## src/hdl/dds_step_pulse_generator_macros.svh

```systemverilog
// assertion macros for the step pulse generator
`ifndef DDS_STEP_PULSE_GENERATOR_MACROS_SVH
`define DDS_STEP_PULSE_GENERATOR_MACROS_SVH

`ifndef SYNTH

// consequent checked in the clock after the antecedent
`define DSPG_ASSERT_NEXT(label, clock, rstn, ante, cons) \
    label: assert property (@(posedge clock) disable iff (!(rstn)) (ante) |=> (cons)) \
        else $error("dspg next-cycle check failed");

// consequent checked in the same clock as the antecedent
`define DSPG_ASSERT_SAME(label, clock, rstn, ante, cons) \
    label: assert property (@(posedge clock) disable iff (!(rstn)) (ante) |-> (cons)) \
        else $error("dspg same-cycle check failed");

`else

`define DSPG_ASSERT_NEXT(label, clock, rstn, ante, cons)
`define DSPG_ASSERT_SAME(label, clock, rstn, ante, cons)

`endif

`endif

```

## src/hdl/dspg_pkg.sv

```systemverilog
`timescale 1ns / 1ps

package dspg_pkg;

    localparam int VEL_BITS  = 16;
    localparam int MAG_BITS  = VEL_BITS + 1;
    localparam int CHAN_BITS = 2;
    localparam int MASK_BITS = 3;

    typedef enum logic
    {
        OP_SET  = 1'b0,
        OP_TICK = 1'b1
    } op_t;

    typedef enum logic [1:0]
    {
        SIGN_NONE = 2'd0,
        SIGN_POS  = 2'd1,
        SIGN_NEG  = 2'd2
    } sign_t;

    typedef struct packed
    {
        logic set_en;
        logic tick_en;
        logic neg;
    } lane_cmd_t;

    typedef struct packed
    {
        logic pulse;
        logic dir;
    } lane_stat_t;

endpackage

```

## src/hdl/dspg_lane.sv

```systemverilog
`timescale 1ns / 1ps

module dspg_lane
    import dspg_pkg::*;
#(
    parameter int PHASE_BITS = 16
)
(
    input  logic                  clk,
    input  logic                  rst_n,
    input  lane_cmd_t             cmd,
    input  logic [PHASE_BITS-1:0] mag,
    output lane_stat_t            stat
);

    logic [PHASE_BITS-1:0] phase_reg;
    logic [PHASE_BITS-1:0] phase_next;
    logic [PHASE_BITS-1:0] step_reg;
    logic [PHASE_BITS-1:0] step_next;
    sign_t                 sign_reg;
    sign_t                 sign_next;
    logic [PHASE_BITS:0]   sum;
    sign_t                 new_sign;
    logic                  pulse;

    always_comb
    begin
        phase_next = phase_reg;
        step_next  = step_reg;
        sign_next  = sign_reg;
        pulse      = 1'b0;
        sum        = {1'b0, phase_reg} + {1'b0, step_reg};
        new_sign   = cmd.neg ? SIGN_NEG : SIGN_POS;
        if (cmd.tick_en)
        begin
            phase_next = sum[PHASE_BITS-1:0];
            pulse      = sum[PHASE_BITS];
        end
        else if (cmd.set_en)
        begin
            // direction reversal restarts the phase
            if (sign_reg != SIGN_NONE && sign_reg != new_sign)
            begin
                phase_next = '0;
            end
            step_next = mag;
            sign_next = new_sign;
        end
        stat.pulse = pulse;
        stat.dir   = (sign_next == SIGN_NEG);
    end

    always_ff @(posedge clk or negedge rst_n)
    begin
        if (!rst_n)
        begin
            phase_reg <= '0;
            step_reg  <= '0;
            sign_reg  <= SIGN_NONE;
        end
        else
        begin
            phase_reg <= phase_next;
            step_reg  <= step_next;
            sign_reg  <= sign_next;
        end
    end

endmodule

```

## src/hdl/dds_step_pulse_generator.sv

```systemverilog
`timescale 1ns / 1ps
// channel  valid      stall      fields
// input    in_valid   in_stall   op, channel, velocity
// output   out_valid  out_stall  pulse_mask, direction_mask
//
// one word per cycle sustained while the result does not stall; each channel
// updates with its own phase adder; a word is registered at acceptance and its
// result is registered when the result register is free or drains
// reset clears all phases, increments and directions at once, no sweep
// a stalled result holds; the input register still takes a word while the
// result waits and stalls only when both registers are full and the result is stalled

module dds_step_pulse_generator
    import dspg_pkg::*;
#(
    parameter int CHANNELS   = 3,
    parameter int PHASE_BITS = 16
)
(
    input  logic                       clk,
    input  logic                       rst_n,
    input  logic                       in_valid,
    output logic                       in_stall,
    input  logic                       op,
    input  logic [CHAN_BITS-1:0]       channel,
    input  logic signed [VEL_BITS-1:0] velocity,
    output logic                       out_valid,
    input  logic                       out_stall,
    output logic [MASK_BITS-1:0]       pulse_mask,
    output logic [MASK_BITS-1:0]       direction_mask
);

`include "dds_step_pulse_generator_macros.svh"

    logic                       in_valid_reg;
    logic                       in_valid_next;
    logic                       op_reg;
    logic [CHAN_BITS-1:0]       channel_reg;
    logic signed [VEL_BITS-1:0] velocity_reg;
    logic                       out_valid_reg;
    logic                       out_valid_next;
    logic [MASK_BITS-1:0]       pulse_reg;
    logic [MASK_BITS-1:0]       pulse_next;
    logic [MASK_BITS-1:0]       dir_reg;
    logic [MASK_BITS-1:0]       dir_next;
    logic                       advance;
    logic                       in_take;
    logic                       vel_neg;
    logic [MAG_BITS-1:0]        mag_full;
    logic [PHASE_BITS-1:0]      mag_sat;
    lane_cmd_t                  lane_cmd  [CHANNELS];
    lane_stat_t                 lane_stat [CHANNELS];

    // word moves into the result register when that register is free or drains
    assign advance  = in_valid_reg && (!out_valid_reg || !out_stall);
    assign in_stall = in_valid_reg && !advance;
    assign in_take  = in_valid && !in_stall;

    assign vel_neg  = velocity_reg[VEL_BITS-1];
    assign mag_full = vel_neg ? (MAG_BITS'(0) - {velocity_reg[VEL_BITS-1], velocity_reg})
                              : {1'b0, velocity_reg};

    generate
        if (PHASE_BITS >= MAG_BITS)
        begin : g_mag_wide
            assign mag_sat = PHASE_BITS'(mag_full);
        end
        else
        begin : g_mag_sat
            assign mag_sat = (|mag_full[MAG_BITS-1:PHASE_BITS]) ? '1
                                                                : mag_full[PHASE_BITS-1:0];
        end
    endgenerate

    genvar c;
    generate
        for (c = 0; c < CHANNELS; c++)
        begin : g_lane
            assign lane_cmd[c].set_en  = advance && (op_reg == OP_SET)
                                         && (32'(channel_reg) == c);
            assign lane_cmd[c].tick_en = advance && (op_reg == OP_TICK);
            assign lane_cmd[c].neg     = vel_neg;

            dspg_lane #(
                .PHASE_BITS (PHASE_BITS)
            ) u_lane (
                .clk   (clk),
                .rst_n (rst_n),
                .cmd   (lane_cmd[c]),
                .mag   (mag_sat),
                .stat  (lane_stat[c])
            );
        end

        // only the first channels fit in the masks
        for (c = 0; c < MASK_BITS; c++)
        begin : g_mask
            if (c < CHANNELS)
            begin : g_used
                assign pulse_next[c] = lane_stat[c].pulse;
                assign dir_next[c]   = lane_stat[c].dir;
            end
            else
            begin : g_unused
                assign pulse_next[c] = 1'b0;
                assign dir_next[c]   = 1'b0;
            end
        end
    endgenerate

    always_comb
    begin
        in_valid_next = in_take || (in_valid_reg && !advance);
        if (advance)
        begin
            out_valid_next = 1'b1;
        end
        else if (!out_stall)
        begin
            out_valid_next = 1'b0;
        end
        else
        begin
            out_valid_next = out_valid_reg;
        end
    end

    always_ff @(posedge clk or negedge rst_n)
    begin
        if (!rst_n)
        begin
            in_valid_reg  <= 1'b0;
            out_valid_reg <= 1'b0;
        end
        else
        begin
            in_valid_reg  <= in_valid_next;
            out_valid_reg <= out_valid_next;
        end
    end

    always_ff @(posedge clk)
    begin
        if (in_take)
        begin
            op_reg       <= op;
            channel_reg  <= channel;
            velocity_reg <= velocity;
        end
        if (advance)
        begin
            pulse_reg <= pulse_next;
            dir_reg   <= dir_next;
        end
    end

    assign out_valid      = out_valid_reg;
    assign pulse_mask     = pulse_reg;
    assign direction_mask = dir_reg;

    `DSPG_ASSERT_NEXT(a_set_no_pulse, clk, rst_n, advance && (op_reg == OP_SET), pulse_mask == '0)
    `DSPG_ASSERT_NEXT(a_neg_dir0, clk, rst_n, advance && (op_reg == OP_SET) && (channel_reg == '0) && vel_neg, direction_mask[0])
    `DSPG_ASSERT_SAME(a_stall_full, clk, rst_n, in_stall, in_valid_reg && out_valid_reg && out_stall)

endmodule

```

## config.mk

```make
export PLATFORM = sky130hd
export DESIGN_NAME = dds_step_pulse_generator
export DESIGN_NICKNAME = d
export VERILOG_FILES = /design/src/hdl/dspg_pkg.sv /design/src/hdl/dspg_lane.sv /design/src/hdl/dds_step_pulse_generator.sv
export VERILOG_INCLUDE_DIRS = /design/src /design/src/hdl
export SDC_FILE = /design/constraint.sdc
export NUM_CORES = 1
export LEC_CHECK = 0
export ABC_AREA = 0
export BUFFER_PORTS_ARGS = -buffer_cell sky130_fd_sc_hd__buf_4
export CAP_MARGIN = 20
export CORE_MARGIN = 3
export CORE_UTILIZATION = 35
export CTS_CLUSTER_DIAMETER = 150
export CTS_CLUSTER_SIZE = 10
export DETAILED_ROUTE_END_ITERATION = 12
export HOLD_SLACK_MARGIN = 0.02
export PLACE_DENSITY = 0.48
export SETUP_SLACK_MARGIN = 0.4
export SLEW_MARGIN = 20
export SYNTH_ARGS = -nofsm -noshare
export SYNTH_HDL_FRONTEND = slang
export SYNTH_SLANG_ARGS = --single-unit
```

## constraint.sdc

```tcl
create_clock -name clk -period 3.5 [get_ports clk]
set_input_delay 0.525 -clock clk [delete_from_list [all_inputs] [get_ports clk]]
set_output_delay 0.525 -clock clk [all_outputs]
set_load 0.1 [all_outputs]
```

==> impl_metrics.py, run 1 <==
metrics = {
    "run_status": {
        "status": "finished clean",
    },
    "drt": {
        "first_pass_iters": 4,
        "met3_length_microns": 459,
        "num_vias": 5392,
        "routed.top_layer": "met4",
        "drtIter0Drc": 284,
        "wl_met1_microns": 8710,
        "avgViaCountPerCell": 5.16,
        "remaining_drc_errors": 0,
        "totalWireLength_microns": 17600,
        "wire_per_inst_microns": 16.9,
        "antenna_left": 0,
        "dr_wl_met2_microns": 8280,
    },
    "logic_synthesis": {
        "yosysSeqAreaShare_pct": 46.9,
        "synth_commonest_cells": "nand2_1 (125), dfrtp_1 (104), o21ai_0 (101), ha_1 (49), a21oi_1 (42)",
        "yosysUniqueCellTypes": 57,
        "synth_area_sq_um": 7160,
        "syn_nets": 816,
        "ys_top_cells_by_area": "dfrtp_1 (36%), edfxtp_1 (10%), ha_1 (8.6%), o21ai_0 (7.1%), nand2_1 (6.6%)",
        "synth_edf_count": 25,
        "synth-seq-cells": 129,
        "synthCells": 741,
        "yosysTopAreaCell": "dfrtp_1",
        "synthDominantCellAreaShare_pct": 36.4,
        "ys_warn_count": 0,
        "avgSynthCellArea_sq_um": 9.66,
        "synth_most_common_cell": "nand2_1",
        "synth_flop_cell": "dfrtp_1",
        "async_flop_share_pct": 80.6,
    },
    "clock_tree": {
        "holdBufCountCts": 0,
        "cts_tree": "yes",
        "ctsResizeCount": 0,
        "postCtsSetupRepairBufs": 0,
        "htree_levels": 4,
        "root_buffer": "clkbuf_16",
        "clock_path_buffers": 2,
        "cts.reportedPaths.clkPinSlew_ns": 0.06,
        "insertion_delay_ns": 0.42,
        "cts_buffers": 17,
        "clock-sinks": 129,
    },
    "placement": {
        "globalplace.congestion": 0.819,
        "dp_hpwl_microns": 12600,
        "dp_slack_ns": 0.992,
        "portBuffers": 30,
    },
    "global_route": {
        "grtUsageTotal_pct": 16.8,
        "grt_pass1_wl_microns": 28900,
        "antenna_found_initial": 0,
        "grt_pass1_vias": 5369,
        "grt_start_max_net_pins": 55,
        "overflow": 0,
    },
    "job": {
        "maxCapViolCount": 0,
    },
    "floorplanning": {
        "row_count": 51,
        "initial_core_util_pct": 36.2,
        "boundaryPins": 31,
        "die-width_microns": 149,
        "die_area_sq_um": 22200,
        "core_area_sq_um": 19800,
        "dieHeight_microns": 149,
    },
    "critical_path": {
        "critical-path-top-delay-family": "compound AO/OA/AOI/OAI gates",
        "path_common_cell": "inv_1",
        "crit_chain": "ha_1 > inv_1 > fa_1 > inv_1 > a21o_1 > a221o_1 > a221oi_1 > nor2_1 > o31a_1",
        "cp_max_fo": 5,
        "crit_buf_inv": 2,
        "crit_arrival_ns": 2.69,
        "cp.required_ns": 3.67,
        "cpMaxStageDelayCell": "a221oi_1",
        "end_kind": "flop",
        "start_kind": "flop",
        "path_class": "flop to flop",
        "crit_path_max_incr_delay_ns": 0.42,
    },
    "worst_hold_path": {
        "hold_path_class": "input pin to async pin",
    },
    "pwr": {
        "leakage_uw": 0.00378,
        "power_density_nw_per_um2": 818,
        "ir_worst_vdd_mv": 0.398,
    },
    "timing": {
        "final_hold_viol_count": 0,
        "finalSetupViolations": 0,
        "fmaxAchievable_mhz": 397,
        "fin_hold_ws_ns": 0.159,
        "max_slew_margin_pct": 42.8,
        "final.setup.worst_slack_ns": 0.979,
        "worstMarginPinSlew_ns": 0.858,
        "slew_violations": 0,
        "min_period_over_period_pct": 72.0,
        "finClkSkew_ns": 0.0107,
        "rsz0062_at_grt": "false",
        "min_period_ns": 2.52,
        "finalSetupTns_ns": 0,
    },
    "final_layout": {
        "n_antenna_cell": 0,
        "synthToLayoutAreaGrowth_pct": 15.5,
        "drive_gt1_share_pct": 10.4,
        "fillCellCount": 1951,
        "layout.nets": 842,
    },
}
## stage by stage
step	instance area (sq um)	total power (uW)	instances	util [%]
floorplan	7160	4350	741	-
finish	8270	6760	1045	41.8
detailed placement	7670	5020	1013	38.8
CTS	8270	6830	1045	41.8
global route	8270	7320	1045	41.8
global placement	7670	4970	1013	38.8
## cell families after synthesis
group                    share of synthesized area [%]
flip-flops                                        46.9
buffers and inverters                             2.73
multiplexers                                      1.73
adder cells (fa/ha/maj)                           9.41
AO/OA/AOI/OAI                                     18.8
XOR/XNOR                                          5.14
AND/OR/NAND/NOR                                   15.3
## worst register-to-register path, stage by stage (launching register included)
cell and delay [ns]:
dfrtp_1 0.38, ha_1 0.21, inv_1 0.07, fa_1 0.20, inv_1 0.05, a21o_1 0.17, a221o_1 0.40, a221oi_1 0.42
nor2_1 0.09, o31a_1 0.28
## per-layer routing
metal,up-vias,track usage (%)
met2,70,26.8
met4,0,4.53
met1,2599,23.6
li1,2710,-
met3,13,3.22
met5,-,0
## power by group
part           switching [uW]  total, uW  internal (uW)
combinational            1570       2700           1130
clock                     685       1770           1080
sequential                312       2300           1980
## final timing paths
| check | from | to | slack [ns] | cells after the start |
|---|---|---|---|---|
| worst max-delay path | g_lane[0].u_lane.step_reg[0] | pulse_mask[0] | 0.98 | 9 |
| worst min-delay path | rst_n | g_lane[0].u_lane.phase_reg[13] | 0.16 | 1 |
| worst max register to register | g_lane[0].u_lane.step_reg[0] | pulse_mask[0] | 0.98 | 9 |
| worst min register to register | g_lane[2].u_lane.phase_reg[9] | g_lane[2].u_lane.phase_reg[9] | 0.49 | 2 |
| max in group asynchronous | rst_n | g_lane[0].u_lane.step_reg[8] | 2.56 | 2 |
| min in group clk | velocity[15] | velocity_reg[15] | 0.28 | 1 |
## final cells by class
cell class | count | area, sq um | share of cell area, %
inverter | 20 | 75.1 | 0.908
clock buffer | 22 | 495 | 5.99
sequential | 129 | 3350 | 40.6
multi-input combinational | 560 | 3610 | 43.6
clock inverter | 10 | 98.8 | 1.20
timing repair buffer | 39 | 305 | 3.69
tap | 265 | 332 | 4.01
## cells in the final DEF, fill, tap and decap left out, types with 5 or more instances in the layout
| cell | count |
|---|---|
| a21oi_1 | 42 |
| a22o_1 | 5 |
| nor3_1 | 9 |
| nand2_1 | 125 |
| xor2_1 | 28 |
| o21a_1 | 8 |
| a32o_1 | 5 |
| mux2i_1 | 9 |
| ha_1 | 49 |
| nor2b_1 | 10 |
| a211oi_1 | 5 |
| dfrtp_1 | 104 |
| o31ai_1 | 5 |
| a21o_1 | 18 |
| or3_1 | 6 |
| clkbuf_16 | 18 |
| nand3_1 | 17 |
| xnor2_1 | 14 |
| nand4_1 | 6 |
| nand2b_1 | 6 |
| buf_4 | 38 |
| inv_1 | 20 |
| and2_1 | 6 |
| nor2_1 | 23 |
| edfxtp_1 | 25 |
| o211ai_1 | 5 |
| o21ai_0 | 101 |
| a31oi_1 | 5 |
| and3_1 | 9 |
(Power assumes the default switching activity.)
==> inputs of run 2 (changes only) <==
--- a/config.mk
+++ b/config.mk
@@ -6,7 +6,7 @@
 export SDC_FILE = /design/constraint.sdc
 export NUM_CORES = 1
 export LEC_CHECK = 0
-export ABC_AREA = 0
+export ABC_AREA = 1
 export BUFFER_PORTS_ARGS = -buffer_cell sky130_fd_sc_hd__buf_4
 export CAP_MARGIN = 20
 export CORE_MARGIN = 3
@@ -15,7 +15,7 @@
 export CTS_CLUSTER_SIZE = 10
 export DETAILED_ROUTE_END_ITERATION = 12
 export HOLD_SLACK_MARGIN = 0.02
-export PLACE_DENSITY = 0.48
+export PLACE_DENSITY = 0.5
 export SETUP_SLACK_MARGIN = 0.4
 export SLEW_MARGIN = 20
 export SYNTH_ARGS = -nofsm -noshare
==> constraint.sdc (replaced) <==
create_clock -name clk -period 2.28 [get_ports clk]
set_input_delay 0.342 -clock clk [delete_from_list [all_inputs] [get_ports clk]]
set_output_delay 0.342 -clock clk [all_outputs]
set_load 0.1 [all_outputs]
==> run 2 against run 1 <==
Against the previous run:
- maximum frequency increased by 41%
- hold slack got worse by 0.066 ns
- die area increased by 11%
- via count increased by 26%
- critical endpoint unchanged
==> impl_metrics.py, run 2 <==
metrics = {
    "run_status": {
        "status": "finished clean",
    },
    "clock_tree": {
        "clock-sinks": 129,
        "htree_levels": 4,
        "cts.reportedPaths.clkPinSlew_ns": 0.06,
        "cts_buffers": 17,
        "insertion_delay_ns": 0.43,
        "root_buffer": "clkbuf_16",
        "cts_tree": "yes",
        "clock_path_buffers": 2,
    },
    "critical_path": {
        "r2r-end": "pulse_mask[0]",
        "reg2reg_depth": 7,
        "r2r_start": "g_lane[0].u_lane.step_reg[11]",
        "r2r_slack_ns": 0.49,
        "path_class": "flop to flop",
        "end_kind": "flop",
        "crit_arrival_ns": 1.96,
        "cp_max_fo": 5,
        "start_kind": "flop",
        "cp.required_ns": 2.45,
    },
    "floorplanning": {
        "dieHeight_microns": 157,
        "row_count": 54,
        "die_area_sq_um": 24600,
        "initial_core_util_pct": 36.0,
        "boundaryPins": 31,
        "core_area_sq_um": 22100,
        "die-width_microns": 157,
    },
    "drt": {
        "antenna_left": 0,
        "first_pass_iters": 5,
        "num_vias": 6811,
        "avgViaCountPerCell": 4.73,
        "totalWireLength_microns": 20900,
        "drtIter0Drc": 381,
        "wire_per_inst_microns": 14.5,
        "remaining_drc_errors": 0,
    },
    "global_route": {
        "grt_start_max_net_pins": 49,
        "overflow": 0,
        "grtUsageTotal_pct": 17.7,
        "antenna_found_initial": 0,
        "grt_pass1_vias": 6600,
        "grt_pass1_wl_microns": 34300,
    },
    "logic_synthesis": {
        "ys_top_cells_by_area": "dfrtp_1 (33%), nand2_1 (22%), edfxtp_1 (9.4%), ha_1 (7.7%), inv_1 (7.1%)",
        "syn_nets": 1174,
        "synth-seq-cells": 129,
        "synth_edf_count": 25,
        "synthDominantCellAreaShare_pct": 32.7,
        "avgSynthCellArea_sq_um": 7.23,
        "synth_commonest_cells": "nand2_1 (464), inv_1 (151), dfrtp_1 (104), nand3_1 (71), nor2_1 (61)",
        "synth_most_common_cell": "nand2_1",
        "yosysSeqAreaShare_pct": 42.2,
        "async_flop_share_pct": 80.6,
        "yosysTopAreaCell": "dfrtp_1",
        "synthCells": 1099,
        "yosysUniqueCellTypes": 31,
        "synth_area_sq_um": 7950,
        "ys_warn_count": 0,
        "synth_flop_cell": "dfrtp_1",
    },
    "timing": {
        "min_period_over_period_pct": 78.5,
        "rsz0062_at_grt": "false",
        "max_slew_margin_pct": 61.7,
        "worstMarginPinSlew_ns": 0.569,
        "finalSetupTns_ns": 0,
        "final_hold_viol_count": 0,
        "final.setup.worst_slack_ns": 0.491,
        "slew_violations": 0,
        "min_period_ns": 1.79,
        "finalSetupViolations": 0,
        "finClkSkew_ns": 0.0163,
        "fmaxAchievable_mhz": 559,
    },
    "final_layout": {
        "design_area_sq_um": 9290,
        "drive_gt1_share_pct": 10.2,
        "layout.nets": 1223,
        "synthToLayoutAreaGrowth_pct": 16.9,
        "final_common_cell": "nand2_1",
        "layout_common_cells": "nand2_1 (463), inv_1 (151), dfrtp_1 (103), nand3_1 (62), nor2_1 (60)",
        "n_antenna_cell": 0,
    },
    "placement": {
        "dp_hpwl_microns": 15600,
        "globalplace.congestion": 0.870,
        "dp_slack_ns": 0.369,
        "portBuffers": 30,
        "place_area_sq_um": 8550,
    },
    "pwr": {
        "p_sw_uw": 4560,
        "p_comb_share_pct": 42.3,
        "p_seq_share_pct": 31.3,
        "power_frac_clock_pct": 26.3,
        "swShare_pct": 40.7,
        "p_int_uw": 6630,
        "ir_worst_vdd_mv": 0.416,
        "power_density_nw_per_um2": 1200,
        "p_total_uw": 11200,
        "leakage_uw": 0.00509,
    },
    "worst_hold_path": {
        "hold_path_class": "input pin to flop",
        "min_path_cells": 1,
        "whs_endpoint": "channel_reg[1]",
        "hp-start": "channel[1]",
    },
    "job": {
        "maxCapViolCount": 0,
    },
}
[run 2: cell types whose count changed after synthesis, sizes merged, moves of 10 or more]
cell	previous run	this run
inv	20	155
a21o	18	0
nor2b	10	0
nand2	125	467
nor2	23	62
nand3b	2	12
xnor2	14	3
nand3	17	74
clkbuf	32	5
o21ai	101	46
buf	0	14
xor2	28	10
[run 2: worst max-delay path by stage]
stage / start / to / slack (ns) / cells after the start
after floorplan: out_valid / pulse_mask[1] / 0.49 / 6
final: g_lane[0].u_lane.step_reg[11] / pulse_mask[0] / 0.49 / 7
after detailed placement: g_lane[2].u_lane.step_reg[0] / pulse_mask[2] / 0.37 / 10
after global placement: g_lane[2].u_lane.step_reg[0] / pulse_mask[2] / 0.35 / 10
after global routing: g_lane[0].u_lane.step_reg[11] / pulse_mask[0] / 0.40 / 7
after CTS: g_lane[0].u_lane.phase_reg[0] / pulse_mask[0] / 0.41 / 10
[run 2: layout make-up]
cell class | count | area, sq um
repair buffers | 49 | 387
inverters | 155 | 582
multi-input cells | 796 | 3990
clock buffers | 20 | 478
fillers | 2280 | 12800
clock inverters | 12 | 151
flip-flops and latches | 129 | 3350
well taps | 280 | 350
[run 2: through the flow]
| step | hold WS, ns | utilization, % | std cells |
|---|---|---|---|
| 2_1_floorplan | 0.0464 | - | 1099 |
| 3_3_place_gp | 0.330 | 38.7 | 1406 |
| 3_5_place_dp | 0.325 | 38.7 | 1406 |
| 4_1_cts | 0.0779 | 41.6 | 1439 |
| 5_1_grt | 0.0733 | 42.1 | 1441 |
| 6_report | 0.0925 | 42.1 | 1441 |
[run 2: power by group through the flow]
stage | Combinational (uW) | Sequential (uW) | Clock (uW)
global placement | 4620 | 3530 | 0
CTS | 4670 | 3500 | 2990
global route | 5540 | 3600 | 3110
finish | 4740 | 3510 | 2950
floorplan | 3540 | 3470 | 0
detailed placement | 4630 | 3530 | 0
[run 2: logic make-up (layout without fill, tap and decap cells)]
group	after synthesis	count (layout)	share of synthesized area (%)
simple gates	640	640	33.0
buf+inv	174	236	8.84
flops	129	129	42.2
xor+xnor	13	13	1.43
compound gates	91	91	6.07
fa+ha+maj	52	52	8.47
[run 2: worst max-delay path, cell delays in order (launching register included)]
cell and delay (ns):
dfrtp_1 0.43, ha_1 0.39, nand2_1 0.17, nor2_1 0.08
nor2_1 0.19, nor2_1 0.06, nor2_1 0.15, a21oi_2 0.07
[run 2: metal layers]
layer	routed length, microns	track usage [%]	vias up	part of all wire [%]
met4	233	4.04	0	1.1
met3	690	3.43	16	3.3
li1	-	-	3554	-
met1	10600	25.6	3134	51
met5	0	0	-	0
met2	9360	27.6	107	45
[run 2: repair_timing]
action	CTS	global route
setup endpoints to repair	1	15
buffers inserted	0	2
hold buffers	1	0
gates resized for setup	2	17
hold endpoints to repair	25	0
cloned	0	0
pin swaps	0	3
